[config.mk]
export PLATFORM = sky130hd
export DESIGN_NAME = touch_region_hit_table
export DESIGN_NICKNAME = d
export VERILOG_FILES = /design/src/trht_pkg.sv /design/src/touch_region_hit_table.sv
export SDC_FILE = /design/constraint.sdc
export NUM_CORES = 2
export LEC_CHECK = 0
export ABC_AREA = 1
export BUFFER_PORTS_ARGS = -buffer_cell sky130_fd_sc_hd__buf_4
export CORE_MARGIN = 4
export CORE_UTILIZATION = 33
export DETAILED_ROUTE_END_ITERATION = 10
export GPL_TIMING_DRIVEN = 1
export MAX_ROUTING_LAYER = met4
export SETUP_SLACK_MARGIN = 0.4
export SYNTH_ARGS = -nofsm -noshare
export SYNTH_HDL_FRONTEND = slang
export SYNTH_SLANG_ARGS = --single-unit
[constraint.sdc]
create_clock -name clock -period 14 [get_ports clock]
set_clock_uncertainty 0.1 [all_clocks]
set_input_delay 0.7 -clock clock [delete_from_list [all_inputs] [get_ports clock]]
set_output_delay 0.7 -clock clock [all_outputs]
set_load 0.05 [all_outputs]
[src/trht_pkg.sv]
// Package for the touch region hit table: command codes, event mask bits and beat types.
// No dependencies; used by touch_region_hit_table and by the bench.
package trht_pkg;

   // command codes
   localparam logic [1:0] CMD_ALLOC  = 2'd0;
   localparam logic [1:0] CMD_FREE   = 2'd1;
   localparam logic [1:0] CMD_CLEAR  = 2'd2;
   localparam logic [1:0] CMD_SAMPLE = 2'd3;

   // event mask bits
   localparam int EV_START = 0;
   localparam int EV_LIFT  = 1;
   localparam int EV_HELD  = 2;
   localparam int EV_CLICK = 3;

   // input beat
   typedef struct packed {
      logic [1:0]  cmd;
      logic [11:0] left_x;
      logic [11:0] right_x;
      logic [11:0] top_y;
      logic [11:0] bottom_y;
      logic [3:0]  event_mask;
      logic [4:0]  entry_id;
      logic        pressed;
      logic [11:0] pos_x;
      logic [11:0] pos_y;
      logic [11:0] pressure;
   } req_type;

   // result beat
   typedef struct packed {
      logic        status;
      logic [4:0]  alloc_id;
      logic        lift_off;
      logic        click;
      logic [4:0]  old_id;
      logic        touch_start;
      logic        held;
      logic [4:0]  touched_id;
      logic [11:0] event_x;
      logic [11:0] event_y;
      logic [11:0] event_pressure;
   } rsp_type;

endpackage

[src/touch_region_hit_table.sv]
// Touch region hit table: region memory, slot-used bits and a scan sequencer. Uses trht_pkg.
// Free and clear go straight to the output stage and a released sample skips the scan. Allocate
// steps to the lowest free slot; a pressed sample stops at the first hit or after the last
// entry, using the one-entry-per-cycle scan with one shared bounds compare.
// One item at a time; the next item is taken once its beat is loaded into the output
// register, where it waits while the next item runs. Reset clears slot-used, touch, valid.
module touch_region_hit_table #(
   parameter int ENTRIES    = 32,
   parameter int COORD_BITS = 12
) (
   input  logic              clock,
   input  logic              reset,
   input  logic              req_valid,
   output logic              req_stall,
   input  trht_pkg::req_type req_data,
   output logic              rsp_valid,
   input  logic              rsp_stall,
   output trht_pkg::rsp_type rsp_data
);
   import trht_pkg::*;

   localparam int IDX_W = (ENTRIES > 1) ? $clog2(ENTRIES) : 1;
   localparam int CB    = COORD_BITS;
   localparam int WORD_W = 4 * CB + 4;
   localparam logic [IDX_W-1:0] LAST_IDX = IDX_W'(ENTRIES - 1);

   // sequencer states
   localparam logic [2:0] S_IDLE  = 3'd0;
   localparam logic [2:0] S_ALLOC = 3'd1;
   localparam logic [2:0] S_SCAN  = 3'd2;
   localparam logic [2:0] S_LAST  = 3'd3;
   localparam logic [2:0] S_FIN   = 3'd4;
   localparam logic [2:0] S_OUT   = 3'd5;

   // region memory: {left, right, top, bottom, mask}
   logic [WORD_W-1:0] region_mem [ENTRIES];
   logic [WORD_W-1:0] rd_data_ff;
   logic              mem_we, mem_re;
   logic [IDX_W-1:0]  mem_addr;
   logic [WORD_W-1:0] mem_wdata;

   // control state
   logic [2:0]       state_ff, state_in;
   logic [ENTRIES-1:0] slot_used_ff, slot_used_in;
   logic             last_valid_ff, last_valid_in;
   logic [IDX_W-1:0] last_entry_ff, last_entry_in;
   logic             rsp_valid_ff, rsp_valid_in;
   logic             pend_ff, pend_in;
   logic             issued_last_ff, issued_last_in;
   logic [IDX_W-1:0] scan_idx_ff, scan_idx_in;

   // payload state
   req_type          req_ff, req_in;
   rsp_type          res_ff, res_in;
   rsp_type          rsp_data_ff, rsp_data_in;
   logic [IDX_W-1:0] chk_idx_ff, chk_idx_in;
   logic [IDX_W-1:0] hit_ff, hit_in;
   logic [3:0]       hit_mask_ff, hit_mask_in;
   logic             now_ff, now_in;

   // fields of the word under compare
   logic [CB-1:0] rd_lx, rd_rx, rd_ty, rd_by, px, py;
   logic [3:0]    rd_mask;
   logic          match, changed, lo, ck, st, hd;

   // id reported in its low 5 bits
   function automatic logic [4:0] id5(input logic [IDX_W-1:0] i);
      logic [IDX_W+4:0] w;
      w = {5'b0, i};
      return w[4:0];
   endfunction

   assign rd_lx   = rd_data_ff[4*CB+3 -: CB];
   assign rd_rx   = rd_data_ff[3*CB+3 -: CB];
   assign rd_ty   = rd_data_ff[2*CB+3 -: CB];
   assign rd_by   = rd_data_ff[CB+3 -: CB];
   assign rd_mask = rd_data_ff[3:0];
   assign px      = CB'(req_ff.pos_x);
   assign py      = CB'(req_ff.pos_y);

   // shared bounds compare against the word read last cycle
   assign match = pend_ff && slot_used_ff[chk_idx_ff] &&
                  (rd_lx <= px) && (rd_rx >= px) && (rd_ty <= py) && (rd_by >= py);

   // event decisions for the finishing sample
   assign changed = (now_ff != last_valid_ff) || (now_ff && (hit_ff != last_entry_ff));
   assign lo = last_valid_ff && changed && rd_mask[EV_LIFT];
   assign ck = last_valid_ff && changed && !now_ff && rd_mask[EV_CLICK];
   assign st = changed && now_ff && hit_mask_ff[EV_START];
   assign hd = now_ff && hit_mask_ff[EV_HELD];

   assign req_stall = (state_ff != S_IDLE);
   assign rsp_valid = rsp_valid_ff;
   assign rsp_data  = rsp_data_ff;

   // sequencer
   always_comb begin
      state_in       = state_ff;
      slot_used_in   = slot_used_ff;
      last_valid_in  = last_valid_ff;
      last_entry_in  = last_entry_ff;
      rsp_valid_in   = rsp_valid_ff && rsp_stall;
      pend_in        = pend_ff;
      issued_last_in = issued_last_ff;
      scan_idx_in    = scan_idx_ff;
      req_in         = req_ff;
      res_in         = res_ff;
      rsp_data_in    = rsp_data_ff;
      chk_idx_in     = chk_idx_ff;
      hit_in         = hit_ff;
      hit_mask_in    = hit_mask_ff;
      now_in         = now_ff;
      mem_we         = 1'b0;
      mem_re         = 1'b0;
      mem_addr       = scan_idx_ff;
      mem_wdata      = {CB'(req_ff.left_x), CB'(req_ff.right_x), CB'(req_ff.top_y),
                        CB'(req_ff.bottom_y), req_ff.event_mask};

      unique case (state_ff)
         S_IDLE: begin
            if (req_valid) begin
               req_in         = req_data;
               res_in         = '0;
               scan_idx_in    = '0;
               pend_in        = 1'b0;
               issued_last_in = 1'b0;
               unique case (req_data.cmd)
                  CMD_ALLOC: begin
                     state_in = S_ALLOC;
                  end
                  CMD_FREE: begin
                     if (32'(req_data.entry_id) < ENTRIES) begin
                        slot_used_in[IDX_W'(req_data.entry_id)] = 1'b0;
                     end
                     state_in = S_OUT;
                  end
                  CMD_CLEAR: begin
                     slot_used_in  = '0;
                     last_valid_in = 1'b0;
                     last_entry_in = '0;
                     state_in      = S_OUT;
                  end
                  CMD_SAMPLE: begin
                     if (req_data.pressed) begin
                        state_in = S_SCAN;
                     end else begin
                        now_in   = 1'b0;
                        state_in = S_LAST;
                     end
                  end
                  default: state_in = S_IDLE;
               endcase
            end
         end
         // lowest free slot, one slot a cycle
         S_ALLOC: begin
            if (!slot_used_ff[scan_idx_ff]) begin
               mem_we                    = 1'b1;
               slot_used_in[scan_idx_ff] = 1'b1;
               res_in.alloc_id           = id5(scan_idx_ff);
               state_in                  = S_OUT;
            end else if (scan_idx_ff == LAST_IDX) begin
               res_in.status = 1'b1;
               state_in      = S_OUT;
            end else begin
               scan_idx_in = scan_idx_ff + 1'b1;
            end
         end
         // read one entry while comparing the previous one
         S_SCAN: begin
            if (match) begin
               now_in      = 1'b1;
               hit_in      = chk_idx_ff;
               hit_mask_in = rd_mask;
               state_in    = S_LAST;
            end else if (pend_ff && (chk_idx_ff == LAST_IDX)) begin
               now_in   = 1'b0;
               state_in = S_LAST;
            end else if (!issued_last_ff) begin
               mem_re         = 1'b1;
               pend_in        = 1'b1;
               chk_idx_in     = scan_idx_ff;
               issued_last_in = (scan_idx_ff == LAST_IDX);
               scan_idx_in    = scan_idx_ff + 1'b1;
            end else begin
               pend_in = 1'b0;
            end
         end
         // fetch the old entry's mask when the touch moved
         S_LAST: begin
            if (changed && last_valid_ff) begin
               mem_re   = 1'b1;
               mem_addr = last_entry_ff;
            end
            state_in = S_FIN;
         end
         // build the sample beat and move the touched entry
         S_FIN: begin
            res_in.lift_off       = lo;
            res_in.click          = ck;
            res_in.old_id         = (lo || ck) ? id5(last_entry_ff) : 5'd0;
            res_in.touch_start    = st;
            res_in.held           = hd;
            res_in.touched_id     = (st || hd) ? id5(hit_ff) : 5'd0;
            res_in.event_x        = st ? req_ff.pos_x : 12'd0;
            res_in.event_y        = st ? req_ff.pos_y : 12'd0;
            res_in.event_pressure = st ? req_ff.pressure : 12'd0;
            last_valid_in         = now_ff;
            last_entry_in         = now_ff ? hit_ff : '0;
            state_in              = S_OUT;
         end
         // hand the beat to the output register
         S_OUT: begin
            if (!rsp_valid_ff || !rsp_stall) begin
               rsp_valid_in = 1'b1;
               rsp_data_in  = res_ff;
               state_in     = S_IDLE;
            end
         end
         default: state_in = S_IDLE;
      endcase
   end

   // control registers
   always_ff @(posedge clock) begin
      if (reset) begin
         state_ff       <= S_IDLE;
         slot_used_ff   <= '0;
         last_valid_ff  <= 1'b0;
         last_entry_ff  <= '0;
         rsp_valid_ff   <= 1'b0;
         pend_ff        <= 1'b0;
         issued_last_ff <= 1'b0;
         scan_idx_ff    <= '0;
      end else begin
         state_ff       <= state_in;
         slot_used_ff   <= slot_used_in;
         last_valid_ff  <= last_valid_in;
         last_entry_ff  <= last_entry_in;
         rsp_valid_ff   <= rsp_valid_in;
         pend_ff        <= pend_in;
         issued_last_ff <= issued_last_in;
         scan_idx_ff    <= scan_idx_in;
      end
   end

   // payload registers
   always_ff @(posedge clock) begin
      req_ff      <= req_in;
      res_ff      <= res_in;
      rsp_data_ff <= rsp_data_in;
      chk_idx_ff  <= chk_idx_in;
      hit_ff      <= hit_in;
      hit_mask_ff <= hit_mask_in;
      now_ff      <= now_in;
   end

   // region memory, one port, registered read
   always_ff @(posedge clock) begin
      if (mem_we) begin
         region_mem[mem_addr] <= mem_wdata;
      end
      if (mem_re) begin
         rd_data_ff <= region_mem[mem_addr];
      end
   end

endmodule

* After elaboration in Yosys (flattened, before gate mapping)
Memory sizes are Yosys's and may differ from the RTL's. A register that Yosys moved wholly into a read port is not among the register bits.
Cells that the tools add are included.
Widths: inputs -> output; s select.
** Word-level totals
- Word-level logic and storage cells :: 204
- Bits in registers :: 263
- Memories :: 1
- RAM bits :: 1664
- Input port bits :: 100
** Memory list
- region_mem :: words 32, width 52, rd ports 1, clocked after memory_dff 1, wr ports 1, RTL line touch_region_hit_table.sv:36 : logic [WORD_W-1:0] region_mem [ENTRIES];
** Cells by class
- Add/subtract/negate cells :: 1
- Bitwise logic cells :: 6
- $lt $le $gt $ge :: 9
- Equality and inequality tests :: 27
- Multiplexer cells :: 73
- Reduce and logical (&&, ||, !) cells :: 45
** Operator list (number)
- $pmux 32 s2 :: 2
- $pmux 50 s2 :: 1
- $mux 5 :: 14
- $mux 32 :: 2
- $mux 56 :: 1
- $mux 12 :: 3
- $and 32x32->32 :: 1
- $not 32->32 :: 1
- $or 32x32->32 :: 1
- $mux 1 :: 30
- $ge 12x12->1 :: 2
- $le 12x12->1 :: 2
- $ne 2x2->1 const B :: 10
- $reduce_and 4->1 :: 5
- $lt 5x6->1 const B :: 3
- $mux 3 :: 6
- $pmux 3 s6 :: 1
- $logic_and 1x1->1 :: 17
- $pmux 5 s3 :: 1
- $pmux 6 s2 :: 1
- $bmux 1 s5 :: 2
- $demux 1 s5 :: 2
- $eq 5x5->1 const B :: 2
- $ge 5x1->1 const B :: 2
- other kinds (26) :: 49

* Longest topological paths before layout
- Word-level depth :: 9
- Mapped depth :: 21
- Depth with buffers taken out :: 18

* Worst setup path after synthesis
OpenSTA, ideal clock, no wires.
- Path type :: register to register
- Start :: register state_ff[2]
- End :: register res_ff[0] in the netlist's numbering, enable pin
- Stages on the path, launching flop included :: 9
- Required time :: 13496 ps
- Buffers on the path :: 1
- Clock period less this slack :: 6617 ps
- Setup slack :: 7383 ps
- Arrival time :: 6113 ps
- Cell sequence :: dfxtp_1 -> clkbuf_1 -> nor2_1 -> inv_1 -> nor2_1 -> inv_1 -> nor2_1 -> nor2_1 -> inv_1
** Between the ends
- Longest elaborated chain between the ends :: 3
- Elaborated cells between the ends (all ways) :: 5
- Classes of those cells :: eq/ne: 2; reduce/logical: 3
** Ends and longest elaborated chain
- from (decl) :: RTL line touch_region_hit_table.sv:43 : logic [2:0] state_ff, state_in;
- from (signal assigned) :: RTL line touch_region_hit_table.sv:236 : state_ff <= state_in;
- $eq 3x3->1 or $logic_not 3->1 (tied branches) :: RTL line touch_region_hit_table.sv:119 : unique case (state_ff)
- $reduce_bool 2->1 (no source line) or $ne 2x2->1 (tied branches)
- $reduce_and 2->1 (no source line) *
- to (signal assigned) :: RTL line touch_region_hit_table.sv:250 : res_ff <= res_in;
- to (decl) :: RTL line touch_region_hit_table.sv:54 : rsp_type res_ff, res_in;
Mark *: on every way between the ends. The rest lies on a longest branch, timed or not.
A chain may end at the register's enable or synchronous reset.

* Final worst setup path
- Start :: register scan_idx_ff[0]
- End :: memory region_mem[6][45] in the netlist's numbering, enable pin
** Between the ends
- Longest elaborated chain between the ends :: 6
- Elaborated cells between the ends (all ways) :: 8
- Classes of those cells :: mux: 8
** Ends and longest elaborated chain
- from (decl) :: RTL line touch_region_hit_table.sv:50 : logic [IDX_W-1:0] scan_idx_ff, scan_idx_in;
- from (signal assigned) :: RTL line touch_region_hit_table.sv:243 : scan_idx_ff <= scan_idx_in;
- $bmux 1 s5 :: RTL line touch_region_hit_table.sv:157 : if (!slot_used_ff[scan_idx_ff]) begin
- $mux 1 (implied by the code) :: RTL line touch_region_hit_table.sv:157
- $mux 1 :: RTL line touch_region_hit_table.sv:157
- $mux 1 :: RTL line touch_region_hit_table.sv:119
- $mux 1 :: RTL line touch_region_hit_table.sv:260 : if (mem_we) begin
- $mux 1 (implied by the code) :: RTL line touch_region_hit_table.sv:261 : region_mem[mem_addr] <= mem_wdata;
- to (decl) :: RTL line touch_region_hit_table.sv:36
Several ways; a longest one is shown, not always the timed one. The select of a mux whose other input is x is not followed.

==> metrics.md <==
| Metric | Value |
|---|---|
| Grt total ovfl | `0` |
| DRC violations left | `0` |
| Core area | `0.249 mm²` |
| Final #Nets | `8088` |
| CTS buffer count | `202` |
| Height of the chip | `509 µm` |
| H-tree levels | `4` |
| HP Class | `in -> reg` |
| Dpl ws | `8.40 ns` |
| Hold Vio Cnt, Final | `0` |
| Most used DFF post-synth | `edfxtp_1` |
| Status | `finished clean` |
| CP Launch Type | `flip-flop` |
| Worst slew margin | `0.152` |
| TNS Setup | `0 ns` |
| Via count | `57800` |
| Die area | `approximately 0.26 mm²` |
| DRT iter0 DRCs | `just over 7000` |
| Worst hold path startpoint | `rsp_stall` |
| Hold endpoint | `rsp_valid$_SDFF_PP0_` |
| CTS tree | `yes` |
| Arrival @ worst endpoint | `just over 6 ns` |
| Fmax | `174 MHz` |
| All-Layer GR Usage | `0.200` |
| Min setup slack post-route | `8.26 ns` |
| Reg2reg start | `scan_idx_ff[0]$_SDFFE_PP0P_` |
| Cells after Synth | `7759` |
| Drt first pass iters | `5` |
| Total power draw | `0.0167 W` |
| VDD IR-drop max | `0.114 mV` |
| Slew Viols, Final | `0` |
| Synth cell types | `34` |
| Largest net degree at the start of global routing | `163` |
| Area Growth Syn to Fin | `14.9%` |
| Reg2Reg Setup Slack | `approximately 8.3 ns` |
| P per Cell Area | `176 mW/mm²` |
| Synth Cell Area | `0.0827 mm²` |
| Initial Utilization | `0.332` |
| First-pass GRT wire length | `between 300000 and 400000 µm` |
| FF+latch count, synth | `1978` |
| RSZ-0062 raised after global routing | `false` |
| # setup viols final | `0` |
| Max_cap viols | `0` |
| Static Leakage | `37.5 nW` |
| Vias in the first global route | `55500` |
| RePlAce Congestion | `0.914` |
| EDFF count, synth | `between 1500 and 2000` |
| Initial antenna violation count | `2` |
| Register area share after synthesis | `0.712` |
| Wire per inst | `22.7 µm` |
| Post-Syn Nets | `7917` |
| Final worst path period share | `0.410` |
| Vias/cell | `5.06` |
| Port bufs | `157` |
| Layout cells sized above 1 | `0.0793` |
| Clk Tree Root Cell | `clkbuf_16` |
| Worst-Margin Slew | `1.27 ns` |
| Hold path depth | `3` |
| Tmin final | `5.74 ns` |
| Critical path peak fanout | `30` |
| Worst Setup End Kind | `flip-flop` |
| Clock transition at the registers of the reported paths | `0.06 ns` |
| Post-DP HPWL | `approximately 140000 µm` |
| FFs w/ async S/R, synth | `0` |
| Synth Area per Inst | `10.7 µm²` |
| Synth Warn # | `0` |
| Die W | `509 µm` |
| Antenna Nets Post-Route | `0` |
| Clock sink count | `1978` |
| DRT Wirelength | `259000 µm` |
| I/O pins | `158` |
| Critical path class | `reg -> reg` |
| Data required time of the critical path | `14.36 ns` |
| Max Root-Sink Buffers | `3` |
| Site Rows | `between 150 and 200` |
| Worst r2r path cells | `11` |
| Reg-to-Reg End | `region_mem[6][45]$_DFFE_PP_` |
| Clk_lat worst skew | `0.85 ns` |
how the worst max path moves through the flow:
stage                                      startpoint                           to  slack [ns]  cells after the start
after floorplan              state_ff[2]$_SDFFE_PP0P_      res_ff[0]$_SDFFCE_PN0P_        7.38                      8
after global placement    scan_idx_ff[0]$_SDFFE_PP0P_  region_mem[4][42]$_DFFE_PP_        8.46                     11
after detailed placement  scan_idx_ff[0]$_SDFFE_PP0P_  region_mem[6][47]$_DFFE_PP_        8.40                     11
after CTS                 scan_idx_ff[0]$_SDFFE_PP0P_  region_mem[6][45]$_DFFE_PP_        8.37                     11
after global routing      scan_idx_ff[0]$_SDFFE_PP0P_  region_mem[6][32]$_DFFE_PP_        8.12                     11
final                     scan_idx_ff[0]$_SDFFE_PP0P_  region_mem[6][45]$_DFFE_PP_        8.26                     11
routing by layer:
metal / track usage / part of all wire / vias to the layer above
met3: 0.0366 / 0.095 / 401
met2: 0.313 / 0.46 / 2874
met5: - / 0 / -
met1: 0.269 / 0.41 / 28200
met4: 0.0554 / 0.026 / 0
li1: - / - / 26300
cells by family after synthesis:
logic type,Yosys count,share of synthesized area
fa+ha+maj,58,0.00877
buf+inv,575,0.0296
compound gates,223,0.0140
flops,1978,0.712
simple gates,4923,0.235
xor+xnor,2,0.000212
layout by cell type (no fill, tap or decap), drive strengths merged, types with 2 or more instances in the layout:
master	n
buf	298
nor4	2
bufinv	13
edfxtp	1929
o211ai	5
nor2	274
o21ai	113
or2	2
nand2	3929
clkinv	84
o2111ai	2
dfxtp	49
nand4	14
dlygate4sd3	89
ha	58
a21oi	98
clkinvlp	9
nand3	681
clkbuf	257
inv	160
nor3	19
nand3b	2
flip-flops by register name (all words and copies together), names as in the netlist:
name,flops
rsp_data,56
rsp_valid,1
rd_data_ff,52
res_ff,56
now_ff,1
last_entry_ff,5
slot_used_ff,32
hit_mask_ff,2
last_valid_ff,1
py,12
pend_ff,1
state_ff,3
scan_idx_ff,5
px,12
mem_wdata,52
hit_ff,5
issued_last_ff,1
chk_idx_ff,5
req_ff,12
region_mem,1664
stage by stage:
| stage | util | hold WS [ns] | instances | area [µm²] |
|---|---|---|---|---|
| global placement | 0.352 | 0.300 | 11000 | 87700 |
| detailed placement | 0.352 | 0.305 | 11000 | 87700 |
| global route | 0.382 | 0.160 | 11400 | 95000 |
| CTS | 0.382 | 0.0954 | 11400 | 95000 |
| floorplan | - | 0.300 | 7759 | 82700 |
| finish | 0.382 | 0.158 | 11400 | 95000 |
cell usage after synthesis, types with 5 or more instances:
master | instances | area [µm²]
buf_4 | 5 | 37.5
a21oi_1 | 98 | 490
nand2_1 | 3927 | 14700
o211ai_1 | 5 | 37.5
clkbuf_1 | 161 | 604
nor2_2 | 7 | 43.8
nand3_1 | 680 | 3400
buf_2 | 217 | 1090
inv_2 | 8 | 30.0
inv_1 | 147 | 552
ha_1 | 58 | 726
nor2_1 | 267 | 1000
buf_1 | 37 | 139
o21ai_0 | 106 | 531
dfxtp_1 | 49 | 981
nand4_1 | 14 | 87.6
o21ai_1 | 5 | 25.0
edfxtp_1 | 1929 | 57900
nor3_1 | 18 | 90.1
area by class of cell:
type	count	area, µm²
Antenna cell	1	2.50
Timing Repair Buffer	387	3250
Multi-Input combinational cell	5206	21700
Sequential cell	1978	58900
Clock inverter	111	1000
Inverter	155	594
Fill cell	23900	154000
Clock buffer	257	5390
Tap cell	3330	4170
timing repair:
item                                    in CTS  in global routing
endpoints found under the setup margin       0                  0
resized for setup                            0                  0
endpoints found under the hold margin       96                  0
hold buffers                                89                  0
setup buffers                                0                  0
worst max-delay path, stage by stage, from the launching register on:
cell and delay, ns:
dfxtp_1 0.98, inv_2 0.40, o21ai_0 0.29, nand2_1 0.07, nand2_1 0.06, nand2_1 0.05, nor2_1 0.20, nand3_1 0.43
inv_1 0.28, nand3_1 0.64, nor2_4 1.10, buf_4 0.72
power by group:
group	internal [W]	leakage [nW]	switching, W
clock	0.00296	3.10	0.00230
sequential	0.00722	17.9	0.000184
combinational	0.000928	16.6	0.00309
No activity file was read; power rests on OpenSTA's default activity.
